--- src/hdl/assert_macros.svh ---
// Assertion macros for the files that check their own logic.
`ifndef ASSERT_MACROS_SVH
`define ASSERT_MACROS_SVH

// A condition that holds at every clock edge outside reset.
`define ASSERT_ALWAYS(lbl, clk, rst, expr) \
  lbl: assert property (@(posedge clk) disable iff (rst) (expr)) \
    else $error("assertion failed");

// A condition that, once seen, implies another at the same edge.
`define ASSERT_IMPLIES(lbl, clk, rst, ante, cons) \
  lbl: assert property (@(posedge clk) disable iff (rst) (ante) |-> (cons)) \
    else $error("assertion failed");

`endif

--- src/hdl/scfp_pkg.sv ---
`timescale 1ns / 1ps

package scfp_pkg;

  localparam int OFFSET_BITS_DEFAULT = 32;
  localparam logic [7:0] FRAME_CODE_RESET = 8'hB6;
  localparam logic [7:0] ZERO_BYTE = 8'h00;
  localparam logic [7:0] START_MARK = 8'h01;
  localparam logic [1:0] ZERO_RUN_MAX = 2'd2;

  localparam int QUEUE_DEPTH = 4;
  localparam int QUEUE_PTR_BITS = $clog2(QUEUE_DEPTH);

  typedef struct packed {
    logic full;
    logic empty;
  } scfp_qstat_t;

endpackage

--- src/hdl/start_code_frame_packetizer.sv ---
// A request is accepted every cycle while the result queue has room.
// Its results pass through the result queue to registered outputs, one per cycle while out_ready is high.
// A request that closes two packets gives two results from one queue entry, earlier packet first.
// The four-entry result queue sets how long the input may run ahead.
// Synchronous active-high reset clears control state but not stored data; frame_code returns to 0xB6.
`timescale 1ns / 1ps
`include "assert_macros.svh"

module start_code_frame_packetizer import scfp_pkg::*; #(
  parameter int OFFSET_BITS = OFFSET_BITS_DEFAULT
) (
  input  logic        clk,
  input  logic        rst,
  input  logic        cfg_we,
  input  logic [7:0]  cfg_data,
  input  logic        in_valid,
  output logic        in_ready,
  input  logic [7:0]  data_byte,
  input  logic        end_of_stream,
  output logic        out_valid,
  input  logic        out_ready,
  output logic [31:0] packet_offset,
  output logic [31:0] packet_length,
  output logic        at_stream_end,
  output logic        last_of_run
);

  localparam int ENTRY_BITS = 2 + 4 * OFFSET_BITS;

  logic                  push;
  logic                  pop;
  logic [ENTRY_BITS-1:0] wr_entry;
  logic [ENTRY_BITS-1:0] rd_entry;
  scfp_qstat_t           qstat;

  scfp_front #(
    .OFFSET_BITS(OFFSET_BITS),
    .ENTRY_BITS(ENTRY_BITS)
  ) u_front (
    .clk(clk),
    .rst(rst),
    .cfg_we(cfg_we),
    .cfg_data(cfg_data),
    .in_valid(in_valid),
    .in_ready(in_ready),
    .data_byte(data_byte),
    .end_of_stream(end_of_stream),
    .qstat(qstat),
    .push(push),
    .entry(wr_entry)
  );

  scfp_queue #(
    .WIDTH(ENTRY_BITS)
  ) u_queue (
    .clk(clk),
    .rst(rst),
    .push(push),
    .wr_data(wr_entry),
    .pop(pop),
    .rd_data(rd_entry),
    .qstat(qstat)
  );

  scfp_back #(
    .OFFSET_BITS(OFFSET_BITS),
    .ENTRY_BITS(ENTRY_BITS)
  ) u_back (
    .clk(clk),
    .rst(rst),
    .entry(rd_entry),
    .qstat(qstat),
    .pop(pop),
    .out_valid(out_valid),
    .out_ready(out_ready),
    .packet_offset(packet_offset),
    .packet_length(packet_length),
    .at_stream_end(at_stream_end),
    .last_of_run(last_of_run)
  );

  `ASSERT_ALWAYS(a_queue_flags, clk, rst, !(qstat.full && qstat.empty))
  `ASSERT_IMPLIES(a_len_nonzero, clk, rst, out_valid, packet_length != 32'd0)
  `ASSERT_IMPLIES(a_end_is_last, clk, rst, out_valid && at_stream_end, last_of_run)
  `ASSERT_IMPLIES(a_pop_has_data, clk, rst, pop, !qstat.empty)

endmodule

--- src/hdl/scfp_front.sv ---
`timescale 1ns / 1ps

module scfp_front import scfp_pkg::*; #(
  parameter int OFFSET_BITS = OFFSET_BITS_DEFAULT,
  parameter int ENTRY_BITS = 2 + 4 * OFFSET_BITS
) (
  input  logic                  clk,
  input  logic                  rst,
  input  logic                  cfg_we,
  input  logic [7:0]            cfg_data,
  input  logic                  in_valid,
  output logic                  in_ready,
  input  logic [7:0]            data_byte,
  input  logic                  end_of_stream,
  input  scfp_qstat_t           qstat,
  output logic                  push,
  output logic [ENTRY_BITS-1:0] entry
);

  typedef struct packed {
    logic                   a_valid;
    logic [OFFSET_BITS-1:0] a_begin;
    logic [OFFSET_BITS-1:0] a_end;
    logic                   b_valid;
    logic [OFFSET_BITS-1:0] b_begin;
    logic [OFFSET_BITS-1:0] b_end;
  } entry_t;

  logic [7:0]             frame_code;
  logic [OFFSET_BITS-1:0] byte_offset;
  logic [1:0]             zero_run;
  logic                   expect_code_id;
  logic [OFFSET_BITS-1:0] packet_begin;
  logic                   frame_seen;
  logic [OFFSET_BITS-1:0] boundary_offset;
  logic                   boundary_valid;

  logic                   accept;
  logic                   at_max;
  logic                   is_frame;
  logic [OFFSET_BITS-1:0] code_pos;
  logic [OFFSET_BITS-1:0] bound;
  logic                   a_fire;
  logic [OFFSET_BITS-1:0] begin_after;
  logic                   seen_after;
  logic [OFFSET_BITS-1:0] end_pos;
  entry_t                 ent;

  assign in_ready = !qstat.full;
  assign accept = in_valid && in_ready;

  assign at_max = &byte_offset;
  assign is_frame = (data_byte == frame_code);
  assign code_pos = (byte_offset >= OFFSET_BITS'(3)) ? byte_offset - OFFSET_BITS'(3)
                                                     : '0;
  assign bound = boundary_valid ? boundary_offset : code_pos;
  assign a_fire = expect_code_id && frame_seen && is_frame;
  assign begin_after = a_fire ? bound : packet_begin;
  assign seen_after = frame_seen || (expect_code_id && is_frame);
  assign end_pos = at_max ? byte_offset : byte_offset + OFFSET_BITS'(1);

  always_comb begin
    ent.a_valid = a_fire && (bound > packet_begin);
    ent.a_begin = packet_begin;
    ent.a_end = bound;
    ent.b_valid = end_of_stream && seen_after && (end_pos > begin_after);
    ent.b_begin = begin_after;
    ent.b_end = end_pos;
  end

  assign entry = ent;
  assign push = accept && (ent.a_valid || ent.b_valid);

  always_ff @(posedge clk) begin
    if (rst) begin
      frame_code <= FRAME_CODE_RESET;
    end else if (cfg_we) begin
      frame_code <= cfg_data;
    end
  end

  always_ff @(posedge clk) begin
    if (rst) begin
      byte_offset <= '0;
      zero_run <= '0;
      expect_code_id <= 1'b0;
      packet_begin <= '0;
      frame_seen <= 1'b0;
      boundary_offset <= '0;
      boundary_valid <= 1'b0;
    end else if (accept) begin
      if (end_of_stream) begin
        byte_offset <= '0;
        zero_run <= '0;
        expect_code_id <= 1'b0;
        packet_begin <= '0;
        frame_seen <= 1'b0;
        boundary_offset <= '0;
        boundary_valid <= 1'b0;
      end else begin
        if (expect_code_id) begin
          expect_code_id <= 1'b0;
          zero_run <= '0;
          if (!frame_seen) begin
            if (is_frame) begin
              frame_seen <= 1'b1;
            end
          end else begin
            if (!boundary_valid) begin
              boundary_offset <= code_pos;
              boundary_valid <= 1'b1;
            end
            if (is_frame) begin
              packet_begin <= bound;
              boundary_valid <= 1'b0;
            end
          end
        end else if (data_byte == ZERO_BYTE) begin
          if (zero_run < ZERO_RUN_MAX) begin
            zero_run <= zero_run + 2'd1;
          end
        end else if (data_byte == START_MARK && zero_run == ZERO_RUN_MAX) begin
          expect_code_id <= 1'b1;
          zero_run <= '0;
        end else begin
          zero_run <= '0;
        end
        if (!at_max) begin
          byte_offset <= byte_offset + OFFSET_BITS'(1);
        end
      end
    end
  end

endmodule

--- src/hdl/scfp_queue.sv ---
`timescale 1ns / 1ps

module scfp_queue import scfp_pkg::*; #(
  parameter int WIDTH = 130
) (
  input  logic             clk,
  input  logic             rst,
  input  logic             push,
  input  logic [WIDTH-1:0] wr_data,
  input  logic             pop,
  output logic [WIDTH-1:0] rd_data,
  output scfp_qstat_t      qstat
);

  logic [WIDTH-1:0]          store [QUEUE_DEPTH];
  logic [QUEUE_PTR_BITS-1:0] wr_ptr;
  logic [QUEUE_PTR_BITS-1:0] rd_ptr;
  logic [QUEUE_PTR_BITS:0]   count;

  assign qstat.full = (count == (QUEUE_PTR_BITS+1)'(QUEUE_DEPTH));
  assign qstat.empty = (count == '0);
  assign rd_data = store[rd_ptr];

  always_ff @(posedge clk) begin
    if (push && !qstat.full) begin
      store[wr_ptr] <= wr_data;
    end
  end

  always_ff @(posedge clk) begin
    if (rst) begin
      wr_ptr <= '0;
      rd_ptr <= '0;
      count <= '0;
    end else begin
      if (push && !qstat.full) begin
        wr_ptr <= wr_ptr + QUEUE_PTR_BITS'(1);
      end
      if (pop && !qstat.empty) begin
        rd_ptr <= rd_ptr + QUEUE_PTR_BITS'(1);
      end
      case ({push && !qstat.full, pop && !qstat.empty})
        2'b10: count <= count + (QUEUE_PTR_BITS+1)'(1);
        2'b01: count <= count - (QUEUE_PTR_BITS+1)'(1);
        default: count <= count;
      endcase
    end
  end

endmodule

--- src/hdl/scfp_back.sv ---
`timescale 1ns / 1ps

module scfp_back import scfp_pkg::*; #(
  parameter int OFFSET_BITS = OFFSET_BITS_DEFAULT,
  parameter int ENTRY_BITS = 2 + 4 * OFFSET_BITS
) (
  input  logic                  clk,
  input  logic                  rst,
  input  logic [ENTRY_BITS-1:0] entry,
  input  scfp_qstat_t           qstat,
  output logic                  pop,
  output logic                  out_valid,
  input  logic                  out_ready,
  output logic [31:0]           packet_offset,
  output logic [31:0]           packet_length,
  output logic                  at_stream_end,
  output logic                  last_of_run
);

  typedef struct packed {
    logic                   a_valid;
    logic [OFFSET_BITS-1:0] a_begin;
    logic [OFFSET_BITS-1:0] a_end;
    logic                   b_valid;
    logic [OFFSET_BITS-1:0] b_begin;
    logic [OFFSET_BITS-1:0] b_end;
  } entry_t;

  entry_t                 head;
  logic                   phase;
  logic                   show_a;
  logic                   load;
  logic                   sel_last;
  logic [OFFSET_BITS-1:0] sel_begin;
  logic [OFFSET_BITS-1:0] sel_end;
  logic [OFFSET_BITS-1:0] diff;
  logic [31:0]            ofs32;
  logic [31:0]            len32;

  assign head = entry;
  assign show_a = head.a_valid && !phase;
  assign sel_begin = show_a ? head.a_begin : head.b_begin;
  assign sel_end = show_a ? head.a_end : head.b_end;
  assign sel_last = show_a ? !head.b_valid : 1'b1;
  assign diff = sel_end - sel_begin;

  generate
    if (OFFSET_BITS > 32) begin : g_wide
      assign ofs32 = sel_begin[31:0];
      assign len32 = (|diff[OFFSET_BITS-1:32]) ? 32'hFFFF_FFFF : diff[31:0];
    end else if (OFFSET_BITS == 32) begin : g_exact
      assign ofs32 = sel_begin;
      assign len32 = diff;
    end else begin : g_narrow
      assign ofs32 = {{(32-OFFSET_BITS){1'b0}}, sel_begin};
      assign len32 = {{(32-OFFSET_BITS){1'b0}}, diff};
    end
  endgenerate

  assign load = !qstat.empty && (!out_valid || out_ready);
  assign pop = load && sel_last;

  always_ff @(posedge clk) begin
    if (rst) begin
      out_valid <= 1'b0;
      phase <= 1'b0;
    end else begin
      if (load) begin
        out_valid <= 1'b1;
        phase <= show_a && !sel_last;
      end else if (out_ready) begin
        out_valid <= 1'b0;
      end
    end
  end

  always_ff @(posedge clk) begin
    if (load) begin
      packet_offset <= ofs32;
      packet_length <= len32;
      at_stream_end <= !show_a;
      last_of_run <= sel_last;
    end
  end

endmodule
--- config.mk ---
export PLATFORM = sky130hd
export DESIGN_NAME = start_code_frame_packetizer
export DESIGN_NICKNAME = d
export VERILOG_FILES = /design/src/hdl/scfp_pkg.sv /design/src/hdl/start_code_frame_packetizer.sv /design/src/hdl/scfp_front.sv /design/src/hdl/scfp_queue.sv /design/src/hdl/scfp_back.sv
export VERILOG_INCLUDE_DIRS = /design/src /design/src/hdl
export SDC_FILE = /design/constraint.sdc
export NUM_CORES = 1
export LEC_CHECK = 0
export BUFFER_PORTS_ARGS = -buffer_cell sky130_fd_sc_hd__buf_4
export CELL_PAD_IN_SITES_DETAIL_PLACEMENT = 0
export CELL_PAD_IN_SITES_GLOBAL_PLACEMENT = 2
export CORE_ASPECT_RATIO = 0.5
export CORE_MARGIN = 10
export CORE_UTILIZATION = 43
export CTS_BUF_LIST = sky130_fd_sc_hd__clkbuf_8 sky130_fd_sc_hd__clkbuf_16
export CTS_CLUSTER_SIZE = 14
export DETAILED_ROUTE_END_ITERATION = 6
export PLACE_DENSITY_LB_ADDON = 0.1
export SLEW_MARGIN = 20
export SYNTH_ARGS = -nofsm -noshare
export SYNTH_HDL_FRONTEND = slang
export SYNTH_SLANG_ARGS = --single-unit
--- constraint.sdc ---
create_clock -name clk -period 10.9 [get_ports clk]
set_input_delay 0.545 -clock clk [delete_from_list [all_inputs] [get_ports clk]]
set_output_delay 0.545 -clock clk [all_outputs]
set_load 0.02 [all_outputs]
==> summary.txt <==
Outcome
  • Outcome: finished clean

Cells and area
  • Util after Layout: 49.5%
  • Layout cells sized above 1: 18.6%
  • Area added between synthesis and finish: 12.9%
  • Sequential cell area: 0.0200 sq mm
  • FILL cells: 6135
  • Area occupied by multi-input gates: 0.0105 sq mm
  • Fin area: 0.0354 sq mm
  • Nets@finish: 2341

CTS
  • Setup Fix Bufs, Post-CTS: 0
  • TritonCTS clock tree: done
  • Cts repair resizes: 0
  • Clock-pin slew on the worst setup and hold paths: 0.06 ns
  • CTS Buffer Depth: 3
  • Clk_lat worst skew: 0.65 ns
  • CTS Buf Count: 68
  • Hold_buf cts: 0
  • Root Driver: clkbuf_16
  • H-tree Lvls: 3
  • CTS sink cnt: 706

Floorplan
  • Die X: 402 um
  • Core area: 0.0716 sq mm
  • Ports: 90
  • Rows: 69
  • Initial Util: 43.8%
  • Die area: 0.0848 sq mm
  • Die H: 211 um

Detailed routing
  • Avg WL per Cell: 25.7 um
  • DR vias/cell: 5.68
  • DRT Wirelength: 82.8 mm
  • DRT iter0 DRCs: 1798
  • Vias: 18.3k
  • Pre-Repair DR Iteration Count: 5
  • DRC: 0
  • Routed Antenna Nets: 0

Global routing
  • First-pass GRT wire length: 123 mm
  • Initial antenna violation count: 4
  • Gr usage total: 19.5%
  • Total grt overflow: 0
  • Pin count of the biggest net entering global routing: 83
  • Vias in the first global route: 17.9k

Pwr
  • VDD IR-drop max: 0.0975 mV
  • Static Leakage: 0.0123 uW
  • Power per cell area: 151 mW/mm^2

Logic synthesis
  • Count of cell types in the netlist: 78
  • Post-Syn Nets: 2248
  • Avg Inst Size Synth: 14.8 sq um
  • Post-Syn Area: 0.0314 sq mm
  • Synth async-reset ratio: 0%
  • EDFF count, synth: 586
  • Commonest cells in the netlist: edfxtp_1 (586), mux4_2 (130), nor2_1 (121)
  • Count leader, synth: edfxtp_1
  • Post-synthesis sequential area ratio: 63.8%
  • Synth Flop Type: edfxtp_1
  • Area leader, netlist: edfxtp_1
  • Top-area cell type share of the netlist area: 56.1%
  • Syn Inst Count: 2123
  • Area contributors post-synth: edfxtp_1 (56%), mux4_2 (9.3%), dfxtp_1 (7.7%), ha_1 (4.0%), xnor2_1 (1.8%)
  • Ys Warns: 0
  • Synthesis-stage register bit count: 706

STA
  • Min Clock Period, post-route: 7.53 ns
  • Sum Neg Setup Slack: 0 ns
  • Setup violators final: 0
  • Actual slew at the worst max-slew pin: 1.23 ns
  • Clock Skews: 0.0211 ns
  • Fmax: 133 MHz
  • Normalized max-slew margin: 17.4%
  • Final Max Tran Viols: 0
  • Hold Fails Final Rpt: 0
  • Final worst-path cycle share: 69.1%
  • RSZ-0062 raised after global routing: no

Worst setup path
  • Worst path max stage delay: 0.93 ns
  • CP Class: reg2reg
  • Critical Path Start Type: flip-flop
  • Nature of the critical path endpoint: flip-flop
  • CP top delay family: compound AO/OA/AOI/OAI gates
  • CP required: 11.17 ns
  • Max FO, Critical Path: 66
  • WP buf/inv: 2
  • Critical path's slowest cell: a2111oi_1
  • CP Cell Sequence: ha_1 > and4b_1 > and4_1 > or2_1 > o21ai_1 > nand2_1 > o21ai_0 > inv_1 > ha_1 > nand4_1 > nor3_1 > o21ai_0 > o211ai_1 > a211oi_1 > a2111oi_1 > o21a_4 > and2_4 > buf_4
  • Critical Path AT: 7.80 ns

Flow run
  • Max Cap Viol: 0

Place
  • Post-DP HPWL: 57.5 mm
  • IO Port Bufs: 89
  • GPL Wtd Cong: 0.794
  • Placed cell areas: 0.0332 sq mm

Worst hold path
  • Tightest Hold Check Type: in2reg
final cells by class:
| cell class | count | share of cell area, % |
|---|---|---|
| flip-flops and latches | 706 | 56.5 |
| multi-input cells | 1183 | 29.7 |
| clock buffers | 74 | 5.10 |
| well taps | 958 | 3.39 |
| repair buffers | 137 | 2.94 |
| inverters | 120 | 1.27 |
| clock inverters | 45 | 1.13 |
| diodes | 1 | 0.00707 |
path summary, 6_finish.rpt:
| path | slack, ns | end | from | depth (start not counted) |
|---|---|---|---|---|
| max reg2reg | 3.37 | u_queue.store[0][14] | u_front.byte_offset[0] | 18 |
| min reg2reg | 0.49 | u_front.boundary_offset[0] | u_front.boundary_offset[0] | 2 |
| max | 3.37 | u_queue.store[0][14] | u_front.byte_offset[0] | 18 |
| min | 0.12 | u_front.frame_code[5] | cfg_data[5] | 3 |
tightest hold or removal path: cells and delay by family:
| kind | cells | cell delay, ns |
|---|---|---|
| buf+inv | 1 | 0.08 |
| mux | 1 | 0.05 |
| simple gates | 1 | 0.05 |
flip-flops by register name, indices dropped and copies added, names as in the netlist, named ones only:
name                     count
u_back.phase                 1
u_front.frame_code           8
u_front.packet_begin        32
u_back.packet_length        32
u_back.out_valid             1
u_front.zero_run             2
u_front.byte_offset         32
u_queue.store              520
u_back.packet_offset        32
u_back.last_of_run           1
u_front.boundary_valid       1
u_front.boundary_offset     32
u_queue.wr_ptr               2
u_queue.rd_ptr               2
u_back.at_stream_end         1
u_queue.count                3
u_front.frame_seen           1
u_front.expect_code_id       1
cells in the final DEF (no fill, tap or decap), types with 59 or more instances in the layout:
| master | instances |
|---|---|
| edfxtp_1 | 586 |
| inv_1 | 141 |
| buf_4 | 136 |
| mux4_2 | 130 |
| nor2_1 | 120 |
| dfxtp_1 | 117 |
| nand2_1 | 102 |
| ha_1 | 101 |
| clkbuf_16 | 70 |
| a21oi_1 | 68 |
| o21ai_0 | 61 |
| xnor2_1 | 59 |
per-stage QoR:
step	power [uW]	hold WS, ns	setup slack, ns	std cells
5_1_grt	5520	0.110	2.70	3223
3_3_place_gp	3030	0.471	3.47	3104
3_5_place_dp	3030	0.483	3.26	3104
2_1_floorplan	2990	0.451	3.05	2123
6_report	5340	0.115	3.37	3224
4_1_cts	5400	0.0718	3.25	3223
kinds of logic (layout without fill, tap and decap cells):
kind of cell / Yosys count / count (layout) / synth area share, %
flip-flops: 706 / 706 / 63.8
other: 0 / 1 / 0
XOR/XNOR: 97 / 97 / 2.71
AND/OR/NAND/NOR: 415 / 415 / 6.49
AO/OA/AOI/OAI: 351 / 351 / 7.63
multiplexers: 217 / 217 / 12.3
adder cells (fa/ha/maj): 103 / 103 / 4.16
buffers and inverters: 234 / 376 / 2.96
layer usage:
layer / wire length, um / global-route usage (%) / share of wire [%] / vias to the layer above
met2: 30200 / 23.9 / 37 / 557
li1: - / - / - / 8364
met5: 0 / 0 / 0 / -
met3: 8810 / 7.29 / 11 / 86
met4: 1170 / 4.08 / 1.4 / 0
met1: 42600 / 31.3 / 51 / 9305
report_power, final:
group,switching (uW),internal [uW],leakage [uW],total [uW]
registers,5.95,2880,0.00623,2890
logic,52.1,26.8,0.00493,78.9
clock network,1050,1320,0.00115,2370
(Power assumes the default switching activity.)
